## src/hw/rtl/lcv_pkg.sv

```systemverilog
// shared types and constants for the line clipper
package lcv_pkg;

    localparam logic [3:0] CODE_BOTTOM = 4'd1;
    localparam logic [3:0] CODE_LEFT   = 4'd2;
    localparam logic [3:0] CODE_TOP    = 4'd4;
    localparam logic [3:0] CODE_RIGHT  = 4'd8;

    localparam int MAX_CLIP_STEPS = 8;

    localparam logic [2:0] REG_WIN_X_MIN  = 3'd0;
    localparam logic [2:0] REG_WIN_X_MAX  = 3'd1;
    localparam logic [2:0] REG_WIN_Y_MIN  = 3'd2;
    localparam logic [2:0] REG_WIN_Y_MAX  = 3'd3;
    localparam logic [2:0] REG_VIEW_X_MIN = 3'd4;
    localparam logic [2:0] REG_VIEW_X_MAX = 3'd5;
    localparam logic [2:0] REG_VIEW_Y_MIN = 3'd6;
    localparam logic [2:0] REG_VIEW_Y_MAX = 3'd7;

    typedef enum logic [3:0] {
        ST_IDLE,
        ST_CHECK,
        ST_CLIP_MUL,
        ST_CLIP_DIV,
        ST_CLIP_UPD,
        ST_MAP_MUL,
        ST_MAP_DIV,
        ST_MAP_UPD,
        ST_OUT
    } state_t;

    // datapath operation selected by the controller
    typedef enum logic [2:0] {
        OP_NONE,
        OP_LOAD,
        OP_CLIP_SETUP,
        OP_CLIP_WRITE,
        OP_MAP_SETUP,
        OP_MAP_WRITE,
        OP_RESULT
    } op_t;

    typedef struct packed {
        op_t        op;
        logic       div_start;
        logic [1:0] map_idx;
    } lcv_cmd_t;

    typedef struct packed {
        logic degenerate;
        logic accept;
        logic reject;
        logic div_done;
    } lcv_stat_t;

endpackage

```

## src/hw/rtl/lcv_divider.sv

```systemverilog
// serial restoring divider, signed operands, quotient truncated toward zero
module lcv_divider #(
    parameter int NUM_BITS = 34,
    parameter int DEN_BITS = 17
) (
    input  logic                       clk,
    input  logic                       rst_n,
    input  logic                       start,
    input  logic signed [NUM_BITS-1:0] num,
    input  logic signed [DEN_BITS-1:0] den,
    output logic                       done,
    output logic signed [NUM_BITS-1:0] quo
);
    localparam int CW = $clog2(NUM_BITS + 1);

    logic [NUM_BITS-1:0] q_reg, q_next;
    logic [DEN_BITS:0]   r_reg, r_next;
    logic [DEN_BITS-1:0] d_reg, d_next;
    logic                neg_reg, neg_next;
    logic [CW-1:0]       cnt_reg, cnt_next;
    logic                busy_reg, busy_next;
    logic                done_reg, done_next;
    logic [DEN_BITS:0]   trial;

    always_comb
    begin
        q_next    = q_reg;
        r_next    = r_reg;
        d_next    = d_reg;
        neg_next  = neg_reg;
        cnt_next  = cnt_reg;
        busy_next = busy_reg;
        done_next = 1'b0;
        trial     = {r_reg[DEN_BITS-1:0], q_reg[NUM_BITS-1]};
        if (start)
        begin
            q_next    = num[NUM_BITS-1] ? NUM_BITS'(-num) : NUM_BITS'(num);
            d_next    = den[DEN_BITS-1] ? DEN_BITS'(-den) : DEN_BITS'(den);
            neg_next  = num[NUM_BITS-1] ^ den[DEN_BITS-1];
            r_next    = '0;
            cnt_next  = CW'(NUM_BITS);
            busy_next = 1'b1;
        end
        else if (busy_reg)
        begin
            if (trial >= {1'b0, d_reg})
            begin
                r_next = trial - {1'b0, d_reg};
                q_next = {q_reg[NUM_BITS-2:0], 1'b1};
            end
            else
            begin
                r_next = trial;
                q_next = {q_reg[NUM_BITS-2:0], 1'b0};
            end
            cnt_next = cnt_reg - 1'b1;
            if (cnt_reg == CW'(1))
            begin
                busy_next = 1'b0;
                done_next = 1'b1;
            end
        end
    end

    always_ff @(posedge clk or negedge rst_n)
    begin
        if (!rst_n)
        begin
            busy_reg <= 1'b0;
            done_reg <= 1'b0;
            cnt_reg  <= '0;
        end
        else
        begin
            busy_reg <= busy_next;
            done_reg <= done_next;
            cnt_reg  <= cnt_next;
        end
    end

    always_ff @(posedge clk)
    begin
        q_reg   <= q_next;
        r_reg   <= r_next;
        d_reg   <= d_next;
        neg_reg <= neg_next;
    end

    assign done = done_reg;
    assign quo  = (d_reg == '0) ? '0 :
                  (neg_reg ? -$signed(q_reg) : $signed(q_reg));
endmodule

```

## src/hw/rtl/lcv_datapath.sv

```systemverilog
// endpoint registers, outcodes, multiplier and divider
module lcv_datapath #(
    parameter int COORD_BITS = 16
) (
    input  logic                         clk,
    input  logic                         rst_n,
    input  lcv_pkg::lcv_cmd_t            cmd,
    output lcv_pkg::lcv_stat_t           stat,
    input  logic signed [COORD_BITS-1:0] cfg_regs [8],
    input  logic [4*COORD_BITS-1:0]      in_data,
    output logic [9*COORD_BITS:0]        result
);
    import lcv_pkg::*;

    localparam int DW = COORD_BITS + 1;
    localparam int PW = 2 * DW;
    localparam logic signed [DW-1:0] SMAX = DW'((1 << (COORD_BITS - 1)) - 1);
    localparam logic signed [DW-1:0] SMIN = -SMAX - DW'(1);

    logic signed [COORD_BITS-1:0] x0_reg, y0_reg, x1_reg, y1_reg;
    logic signed [COORD_BITS-1:0] px_reg [4];
    logic                         acc_reg;
    logic signed [DW-1:0]         a_reg, b_reg, c_reg, base_reg;
    logic signed [PW-1:0]         prod;
    logic                         tgt_y_reg, which_reg;
    logic [3:0]                   c0, c1, co;
    logic signed [COORD_BITS-1:0] xl, xh, yl, yh;
    logic signed [PW-1:0]         quo;
    logic signed [PW:0]           sum;
    logic signed [COORD_BITS-1:0] satv;
    logic                         div_done;
    logic signed [COORD_BITS-1:0] mc;

    function automatic logic [3:0] outcode(
        input logic signed [COORD_BITS-1:0] x, y, l, h, bl, bh);
        logic [3:0] c;
        c = '0;
        if (y > bh) c |= CODE_TOP;
        if (y < bl) c |= CODE_BOTTOM;
        if (x > h)  c |= CODE_RIGHT;
        if (x < l)  c |= CODE_LEFT;
        return c;
    endfunction

    assign xl = cfg_regs[REG_WIN_X_MIN];
    assign xh = cfg_regs[REG_WIN_X_MAX];
    assign yl = cfg_regs[REG_WIN_Y_MIN];
    assign yh = cfg_regs[REG_WIN_Y_MAX];

    assign c0 = outcode(x0_reg, y0_reg, xl, xh, yl, yh);
    assign c1 = outcode(x1_reg, y1_reg, xl, xh, yl, yh);
    assign co = (c0 != '0) ? c0 : c1;

    assign stat.degenerate = (xh <= xl) || (yh <= yl);
    assign stat.accept     = (c0 | c1) == '0;
    assign stat.reject     = (c0 & c1) != '0;
    assign stat.div_done   = div_done;

    // product of the operands loaded by the setup beat, taken by the divider at start
    assign prod = a_reg * b_reg;

    lcv_divider #(.NUM_BITS(PW), .DEN_BITS(DW)) u_div (
        .clk   (clk),
        .rst_n (rst_n),
        .start (cmd.div_start),
        .num   (prod),
        .den   (c_reg),
        .done  (div_done),
        .quo   (quo)
    );

    // quotient fits well within PW bits, so a PW+1 sum cannot wrap
    assign sum  = {{1{base_reg[DW-1]}}, {(PW-DW){base_reg[DW-1]}}, base_reg} +
                  {quo[PW-1], quo};
    assign satv = (sum > (PW+1)'(SMAX)) ? SMAX[COORD_BITS-1:0] :
                  (sum < (PW+1)'(SMIN)) ? SMIN[COORD_BITS-1:0] :
                  sum[COORD_BITS-1:0];

    always_comb
    begin
        unique case (cmd.map_idx)
            2'd0:    mc = x0_reg;
            2'd1:    mc = y0_reg;
            2'd2:    mc = x1_reg;
            default: mc = y1_reg;
        endcase
    end

    always_ff @(posedge clk)
    begin
        case (cmd.op)
            OP_LOAD:
            begin
                x0_reg  <= in_data[COORD_BITS-1:0];
                y0_reg  <= in_data[2*COORD_BITS-1:COORD_BITS];
                x1_reg  <= in_data[3*COORD_BITS-1:2*COORD_BITS];
                y1_reg  <= in_data[4*COORD_BITS-1:3*COORD_BITS];
                acc_reg <= 1'b0;
            end
            OP_CLIP_SETUP:
            begin
                which_reg <= (c0 == '0);
                if ((co & (CODE_RIGHT | CODE_LEFT)) != '0)
                begin
                    tgt_y_reg <= 1'b1;
                    a_reg     <= DW'(y1_reg) - DW'(y0_reg);
                    b_reg     <= (((co & CODE_RIGHT) != '0) ? DW'(xh) : DW'(xl))
                                 - DW'(x0_reg);
                    c_reg     <= DW'(x1_reg) - DW'(x0_reg);
                    base_reg  <= DW'(y0_reg);
                end
                else
                begin
                    tgt_y_reg <= 1'b0;
                    a_reg     <= DW'(x1_reg) - DW'(x0_reg);
                    b_reg     <= (((co & CODE_TOP) != '0) ? DW'(yh) : DW'(yl))
                                 - DW'(y0_reg);
                    c_reg     <= DW'(y1_reg) - DW'(y0_reg);
                    base_reg  <= DW'(x0_reg);
                end
            end
            OP_CLIP_WRITE:
            begin
                // edge coordinate comes back from b + start point
                if (tgt_y_reg)
                begin
                    if (which_reg)
                    begin
                        x1_reg <= COORD_BITS'(b_reg + DW'(x0_reg));
                        y1_reg <= satv;
                    end
                    else
                    begin
                        x0_reg <= COORD_BITS'(b_reg + DW'(x0_reg));
                        y0_reg <= satv;
                    end
                end
                else
                begin
                    if (which_reg)
                    begin
                        y1_reg <= COORD_BITS'(b_reg + DW'(y0_reg));
                        x1_reg <= satv;
                    end
                    else
                    begin
                        y0_reg <= COORD_BITS'(b_reg + DW'(y0_reg));
                        x0_reg <= satv;
                    end
                end
            end
            OP_MAP_SETUP:
            begin
                if (cmd.map_idx[0])
                begin
                    a_reg    <= DW'(mc) - DW'(yl);
                    b_reg    <= DW'(cfg_regs[REG_VIEW_Y_MAX]) -
                                DW'(cfg_regs[REG_VIEW_Y_MIN]);
                    c_reg    <= DW'(yh) - DW'(yl);
                    base_reg <= DW'(cfg_regs[REG_VIEW_Y_MIN]);
                end
                else
                begin
                    a_reg    <= DW'(mc) - DW'(xl);
                    b_reg    <= DW'(cfg_regs[REG_VIEW_X_MAX]) -
                                DW'(cfg_regs[REG_VIEW_X_MIN]);
                    c_reg    <= DW'(xh) - DW'(xl);
                    base_reg <= DW'(cfg_regs[REG_VIEW_X_MIN]);
                end
            end
            OP_MAP_WRITE:
                px_reg[cmd.map_idx] <= satv;
            OP_RESULT:
                acc_reg <= 1'b1;
            default:
            begin
            end
        endcase
    end

    assign result = acc_reg ?
        {px_reg[3], px_reg[2], px_reg[1], px_reg[0],
         y1_reg, x1_reg, y0_reg, x0_reg, 1'b1} : '0;
endmodule

```

## src/hw/rtl/lcv_ctrl.sv

```systemverilog
// sequencer for the clip loop and viewport mapping
module lcv_ctrl (
    input  logic               clk,
    input  logic               rst_n,
    input  logic               in_fire,
    input  logic               out_fire,
    input  lcv_pkg::lcv_stat_t stat,
    output lcv_pkg::lcv_cmd_t  cmd,
    output logic               idle,
    output logic               out_valid
);
    import lcv_pkg::*;

    state_t     state_reg, state_next;
    logic [3:0] step_reg, step_next;
    logic [1:0] idx_reg, idx_next;

    always_comb
    begin
        state_next = state_reg;
        step_next  = step_reg;
        idx_next   = idx_reg;
        unique case (state_reg)
            ST_IDLE:
                if (in_fire)
                begin
                    state_next = ST_CHECK;
                    step_next  = '0;
                end
            ST_CHECK:
                if (stat.degenerate || (!stat.accept && (stat.reject ||
                    step_reg == 4'(MAX_CLIP_STEPS))))
                    state_next = ST_OUT;
                else if (stat.accept)
                begin
                    state_next = ST_MAP_MUL;
                    idx_next   = '0;
                end
                else
                    state_next = ST_CLIP_MUL;
            ST_CLIP_MUL: state_next = ST_CLIP_DIV;
            ST_CLIP_DIV: if (stat.div_done) state_next = ST_CLIP_UPD;
            ST_CLIP_UPD:
            begin
                state_next = ST_CHECK;
                step_next  = step_reg + 1'b1;
            end
            ST_MAP_MUL: state_next = ST_MAP_DIV;
            ST_MAP_DIV: if (stat.div_done) state_next = ST_MAP_UPD;
            ST_MAP_UPD:
            begin
                idx_next   = idx_reg + 1'b1;
                state_next = (idx_reg == 2'd3) ? ST_OUT : ST_MAP_MUL;
            end
            ST_OUT: if (out_fire) state_next = ST_IDLE;
            default: state_next = ST_IDLE;
        endcase
    end

    always_comb
    begin
        cmd.op        = OP_NONE;
        cmd.div_start = 1'b0;
        cmd.map_idx   = idx_reg;
        unique case (state_reg)
            ST_IDLE:     if (in_fire) cmd.op = OP_LOAD;
            ST_CHECK:
                if (!stat.degenerate && stat.accept)
                    cmd.op = OP_MAP_SETUP;
                else if (!stat.degenerate && !stat.reject &&
                         step_reg != 4'(MAX_CLIP_STEPS))
                    cmd.op = OP_CLIP_SETUP;
            ST_CLIP_MUL: cmd.div_start = 1'b1;
            ST_CLIP_UPD: cmd.op = OP_CLIP_WRITE;
            ST_MAP_MUL:  cmd.div_start = 1'b1;
            ST_MAP_UPD:
            begin
                // operands for the next coordinate, or flag the result done
                cmd.map_idx = idx_reg + 2'd1;
                cmd.op      = OP_MAP_SETUP;
                if (idx_reg == 2'd3) cmd.op = OP_RESULT;
            end
            default:     cmd.op = OP_NONE;
        endcase
        // mapped coordinate is written as soon as the quotient is ready
        if (state_reg == ST_MAP_DIV && stat.div_done)
            cmd.op = OP_MAP_WRITE;
    end

    always_ff @(posedge clk or negedge rst_n)
    begin
        if (!rst_n)
        begin
            state_reg <= ST_IDLE;
            step_reg  <= '0;
            idx_reg   <= '0;
        end
        else
        begin
            state_reg <= state_next;
            step_reg  <= step_next;
            idx_reg   <= idx_next;
        end
    end

    assign idle      = (state_reg == ST_IDLE);
    assign out_valid = (state_reg == ST_OUT);
endmodule

```

## src/hw/rtl/line_clip_window_to_viewport_top.sv

```systemverilog
// Cohen-Sutherland line clipper with window-to-viewport mapping. One segment
// is taken at a time: each clip step and each of the four viewport mappings
// uses the one shared serial divider (one quotient bit per cycle over
// 2*COORD_BITS+2 bits). A segment that is rejected at once goes straight to
// the output without a clip step or mapping. The result is held in the output
// register until taken; a rejected segment returns all fields zero.
module line_clip_window_to_viewport_top #(
    parameter int COORD_BITS = 16
) (
    input  logic                    clk,
    input  logic                    rst_n,
    input  logic                    s_axis_tvalid,
    output logic                    s_axis_tready,
    // start_x, start_y, end_x, end_y
    input  logic [4*COORD_BITS-1:0] s_axis_tdata,
    output logic                    m_axis_tvalid,
    input  logic                    m_axis_tready,
    // accepted, clip_start_x/y, clip_end_x/y, port_start_x/y, port_end_x/y, pad
    output logic [((9*COORD_BITS+1+7)/8)*8-1:0] m_axis_tdata,
    input  logic                    cfg_valid,
    output logic                    cfg_ready,
    input  logic [2:0]              cfg_index,
    input  logic [COORD_BITS-1:0]   cfg_data
);
    import lcv_pkg::*;

    localparam int OW = ((9 * COORD_BITS + 1 + 7) / 8) * 8;

    logic signed [COORD_BITS-1:0] cfg_reg [8];
    lcv_cmd_t                     cmd;
    lcv_stat_t                    stat;
    logic                         idle;
    logic [9*COORD_BITS:0]        result;

    assign cfg_ready     = 1'b1;
    assign s_axis_tready = idle;

    always_ff @(posedge clk or negedge rst_n)
    begin
        if (!rst_n)
        begin
            cfg_reg[REG_WIN_X_MIN]  <= COORD_BITS'(800);
            cfg_reg[REG_WIN_X_MAX]  <= COORD_BITS'(1600);
            cfg_reg[REG_WIN_Y_MIN]  <= COORD_BITS'(800);
            cfg_reg[REG_WIN_Y_MAX]  <= COORD_BITS'(1600);
            cfg_reg[REG_VIEW_X_MIN] <= COORD_BITS'(3200);
            cfg_reg[REG_VIEW_X_MAX] <= COORD_BITS'(4800);
            cfg_reg[REG_VIEW_Y_MIN] <= COORD_BITS'(3200);
            cfg_reg[REG_VIEW_Y_MAX] <= COORD_BITS'(4800);
        end
        else if (cfg_valid)
            cfg_reg[cfg_index] <= cfg_data;
    end

    lcv_ctrl u_ctrl (
        .clk       (clk),
        .rst_n     (rst_n),
        .in_fire   (s_axis_tvalid && idle),
        .out_fire  (m_axis_tvalid && m_axis_tready),
        .stat      (stat),
        .cmd       (cmd),
        .idle      (idle),
        .out_valid (m_axis_tvalid)
    );

    lcv_datapath #(.COORD_BITS(COORD_BITS)) u_dp (
        .clk      (clk),
        .rst_n    (rst_n),
        .cmd      (cmd),
        .stat     (stat),
        .cfg_regs (cfg_reg),
        .in_data  (s_axis_tdata),
        .result   (result)
    );

    assign m_axis_tdata = OW'(result);
endmodule

```

## config.mk

```make
export PLATFORM = sky130hd
export DESIGN_NAME = line_clip_window_to_viewport_top
export DESIGN_NICKNAME = d
export VERILOG_FILES = /design/src/hw/rtl/lcv_pkg.sv /design/src/hw/rtl/lcv_divider.sv /design/src/hw/rtl/lcv_datapath.sv /design/src/hw/rtl/lcv_ctrl.sv /design/src/hw/rtl/line_clip_window_to_viewport_top.sv
export SDC_FILE = /design/constraint.sdc
export NUM_CORES = 2
export LEC_CHECK = 0
export BUFFER_PORTS_ARGS = -buffer_cell sky130_fd_sc_hd__buf_2
export CORE_ASPECT_RATIO = 0.5
export CORE_MARGIN = 2
export CORE_UTILIZATION = 55
export CTS_CLUSTER_DIAMETER = 50
export DETAILED_ROUTE_END_ITERATION = 12
export PLACE_DENSITY = 0.84
export SYNTH_ARGS = -nofsm -noshare
export SYNTH_HDL_FRONTEND = slang
export SYNTH_SLANG_ARGS = --single-unit
```

## constraint.sdc

```tcl
create_clock -name clk -period 10 [get_ports clk]
set_input_delay 2 -clock clk [delete_from_list [all_inputs] [get_ports clk]]
set_output_delay 2 -clock clk [all_outputs]
set_load 0.005 [all_outputs]
```

==> impl_table.tex <==
\begin{tabular}{lr}
\hline
Metric & Value \\
\hline
\multicolumn{2}{l}{\textbf{Outcome}} \\
Outcome & finished, final reports clean \\
\multicolumn{2}{l}{\textbf{Logic synthesis}} \\
Cell area after synthesis & 45900 um\^{}2 \\
Warnings, synthesis & 0 \\
Synth unique cells & 104 \\
Dominant synthesized flop cell & sky130\_fd\_sc\_hd\_\_edfxtp\_1 \\
Share of synthesized area occupied by flip-flops and latches & 0.251 \\
Seq cells post-synth & 413 \\
Per-instance average area after synthesis & 9.11 um\^{}2 \\
Async set-or-reset flop fraction in the synthesized netlist & 0.354 \\
Number of enable flip-flop cells after synthesis & 250 \\
Cell count after synthesis & 5035 \\
\multicolumn{2}{l}{\textbf{Worst hold path}} \\
End point of the most critical hold path & u\_dp.u\_div.r\_reg[10] \\
HP Class & reg2reg \\
Cells on Worst Hold Path & 2 \\
Startpoint of the lowest-slack hold path & u\_dp.u\_div.r\_reg[10] \\
\multicolumn{2}{l}{\textbf{Critical path}} \\
Critical Path Slowest Stage Cell & sky130\_fd\_sc\_hd\_\_edfxtp\_1 \\
Setup crit end kind & register \\
Largest stage delay on the critical path & 0.90 ns \\
Biggest fanout along the worst timing path & 24 \\
Setup crit start kind & register \\
Startpoint of the lowest-slack register-to-register path & u\_dp.b\_reg[2] \\
Worst R2R End & u\_dp.u\_div.q\_reg[11] \\
Type of the worst setup path & reg2reg \\
R2r setup slk & 1.69 ns \\
Data arrival time of the critical path & 8.70 ns \\
Worst path required time & 10.39 ns \\
Worst reg-to-reg path cell count & 25 \\
\multicolumn{2}{l}{\textbf{Job}} \\
Count of maximum capacitance violations & 0 \\
\multicolumn{2}{l}{\textbf{Detailed routing}} \\
Number of DRC markers after the initial detailed-route iteration & 5003 \\
Routed wire per std cell & 25.2 um \\
Number of vias after detailed routing & 39600 \\
Number of vias per cell & 6.28 \\
Remaining design rule violation count & 0 \\
Number of iterations in the first detailed-routing pass & 8 \\
Final antenna-violating net count & 0 \\
Final Routed Wirelength & 159000 um \\
\multicolumn{2}{l}{\textbf{GRT}} \\
Pin count of the biggest net entering global routing & 130 \\
Via count of the first global-routing pass & 38200 \\
Total grt overflow & 0 \\
Antenna violations before repair & 27 \\
Top Usage Layer GRT & met2 \\
Global-route usage over all layers & 0.366 \\
GR Util met2 & 0.535 \\
First-pass GRT wire length & 238000 um \\
Global-route track usage on met1 & 0.505 \\
Met3 layer usage reported by global route & 0.108 \\
\multicolumn{2}{l}{\textbf{Layout}} \\
Share of layout cells above drive strength 1 & 0.102 \\
Layout net count & 6000 \\
Synthesis-to-layout area growth & 7.92\% \\
Most frequent standard cell in the layout excluding fill and tap cells & sky130\_fd\_sc\_hd\_\_inv\_1 \\
Max FFs per register & 128 \\
Most frequent cells in the layout & 612 x sky130\_fd\_sc\_hd\_\_inv\_1, 460 x sky130\_fd\_sc\_hd\_\_nand2\_1, 442 x sky130\_fd\_sc\_hd\_\_ha\_1 \\
\multicolumn{2}{l}{\textbf{Placement}} \\
HPWL after detailed placement & 126000 um \\
PortBufs & 218 \\
Placer Congestion & 1.08 \\
\multicolumn{2}{l}{\textbf{Die}} \\
X dimension of the die & 413 um \\
Num ports & 243 \\
Initial cell density of the core & 0.559 \\
Die area & 85900 um\^{}2 \\
Placement row count & 74 \\
Area of the core & 82100 um\^{}2 \\
Die Height & 208 um \\
\multicolumn{2}{l}{\textbf{Clock network}} \\
Buffer levels on the longest clock path & 3 \\
Hold-fix buffers at CTS & 0 \\
Clock-pin slew reported for the worst setup and hold paths after clock tree synthesis & 0.06 ns \\
CTS tree & built \\
Depth of the CTS H-tree & 2 \\
Master cell of the clock root buffer & sky130\_fd\_sc\_hd\_\_clkbuf\_16 \\
Total clock sinks & 413 \\
Worst skew pair latency & 0.65 ns \\
Number of clock buffers inserted by TritonCTS & 46 \\
Total setup buffers inserted after CTS & 0 \\
Post-cts sizing count & 0 \\
\multicolumn{2}{l}{\textbf{Timing}} \\
Clock tree skew after final layout & 0.0306 ns \\
Pins over their slew limit & 0 \\
Minimum clock period & 8.31 ns \\
Worst-case headroom to the max-slew limit & 0.0732 \\
Final Hold Viols & 0 \\
Transition time of the tightest slew-check pin & 1.35 ns \\
Setup repair after global routing missed its margin & no \\
Setup-failing EPs final & 0 \\
Setup TNS after final layout & 0 ns \\
Share of the cycle needed by the critical path after routing & 0.831 \\
Fmax & 120 MHz \\
\hline
\end{tabular}
synth_stat cells, types with 30 or more instances:
cell type,number,area share
sky130_fd_sc_hd__a21o_1,101,0.017
sky130_fd_sc_hd__nand4_1,41,0.0056
sky130_fd_sc_hd__mux2_2,82,0.020
sky130_fd_sc_hd__xnor2_1,189,0.036
sky130_fd_sc_hd__o21a_1,38,0.0062
sky130_fd_sc_hd__xor2_1,84,0.016
sky130_fd_sc_hd__a211oi_1,37,0.0061
sky130_fd_sc_hd__ha_1,443,0.12
sky130_fd_sc_hd__o21ai_0,303,0.033
sky130_fd_sc_hd__clkbuf_1,145,0.012
sky130_fd_sc_hd__a31oi_1,41,0.0056
sky130_fd_sc_hd__dfrtp_1,120,0.065
sky130_fd_sc_hd__nand3_1,65,0.0071
sky130_fd_sc_hd__nor2_1,280,0.023
sky130_fd_sc_hd__a21oi_1,242,0.026
sky130_fd_sc_hd__nor2b_1,55,0.0075
sky130_fd_sc_hd__nand2b_1,53,0.0072
sky130_fd_sc_hd__fa_1,309,0.13
sky130_fd_sc_hd__edfxtp_1,250,0.16
sky130_fd_sc_hd__or3_1,30,0.0041
sky130_fd_sc_hd__inv_1,612,0.050
sky130_fd_sc_hd__nor3_1,75,0.0082
sky130_fd_sc_hd__mux2i_1,185,0.040
sky130_fd_sc_hd__nand2_1,461,0.038
sky130_fd_sc_hd__and2_1,284,0.039
metrics by stage:
| stage | cell area, um^2 | setup WS [ns] | utilization | cells | hold WS, ns |
|---|---|---|---|---|---|
| after CTS | 49500 | 1.69 | 0.603 | 6300 | 0.504 |
| after global routing | 49500 | 1.15 | 0.603 | 6301 | 0.524 |
| after global placement | 47900 | 1.96 | 0.584 | 6214 | 0.473 |
| after floorplan | 46000 | 2.81 | - | 5057 | 0.446 |
| final | 49500 | 1.69 | 0.603 | 6303 | 0.494 |
| after detailed placement | 47900 | 1.75 | 0.584 | 6214 | 0.496 |
critical path, delay by kind of cell, from the launching register on:
family / cells / cell delay (ns)
buffers and inverters: 7 / 1.32
DFF: 1 / 0.90
and+or+nand+nor: 5 / 1.06
muxes: 2 / 0.50
AOI/OAI and AO/OA: 3 / 0.71
xor gates and xnor gates: 1 / 0.15
adders and majority gates: 7 / 3.38
kinds of logic (layout without fill, tap and decap cells):
logic type	Yosys count	in the layout	share of synthesized area
DFF	413	413	0.251
and+or+nand+nor	1459	1459	0.158
AOI/OAI and AO/OA	1038	1038	0.144
adders and majority gates	752	752	0.256
xor gates and xnor gates	273	273	0.0521
buffers and inverters	814	955	0.0697
muxes	284	284	0.0686
other	2	27	0.000164
per-layer routing:
metal	vias up	part of all wire
met2	2253	0.42
met3	460	0.13
li1	17500	-
met1	19300	0.40
met5	-	0.0015
met4	36	0.050
worst max-delay path by stage:
stage,start,end,slack (ns),depth (start not counted)
3_3_place_gp,u_dp.b_reg[2],u_dp.u_div.q_reg[11],1.96,25
5_1_grt,u_dp.b_reg[2],u_dp.u_div.q_reg[24],1.15,25
3_5_place_dp,u_dp.b_reg[2],u_dp.u_div.q_reg[11],1.75,25
2_1_floorplan,u_dp.b_reg[16],u_dp.u_div.q_reg[28],2.81,25
4_1_cts,u_dp.b_reg[2],u_dp.u_div.q_reg[11],1.69,25
6_report,u_dp.b_reg[2],u_dp.u_div.q_reg[11],1.69,25
area by class of cell:
type                            instances  area [um^2]
Fill cell                            6836        32600
Multi-Input combinational cell       3830        31300
Sequential cell                       413        11500
Inverter                              613         2300
Timing Repair Buffer                  256         1380
Tap cell                             1102         1380
Clock buffer                           51         1180
Clock inverter                         35          410
Antenna cell                            3         7.51
Power is left out: the tool's default activity adds up to more than one toggle a clock period on the data nets, which glitch-free logic cannot reach.
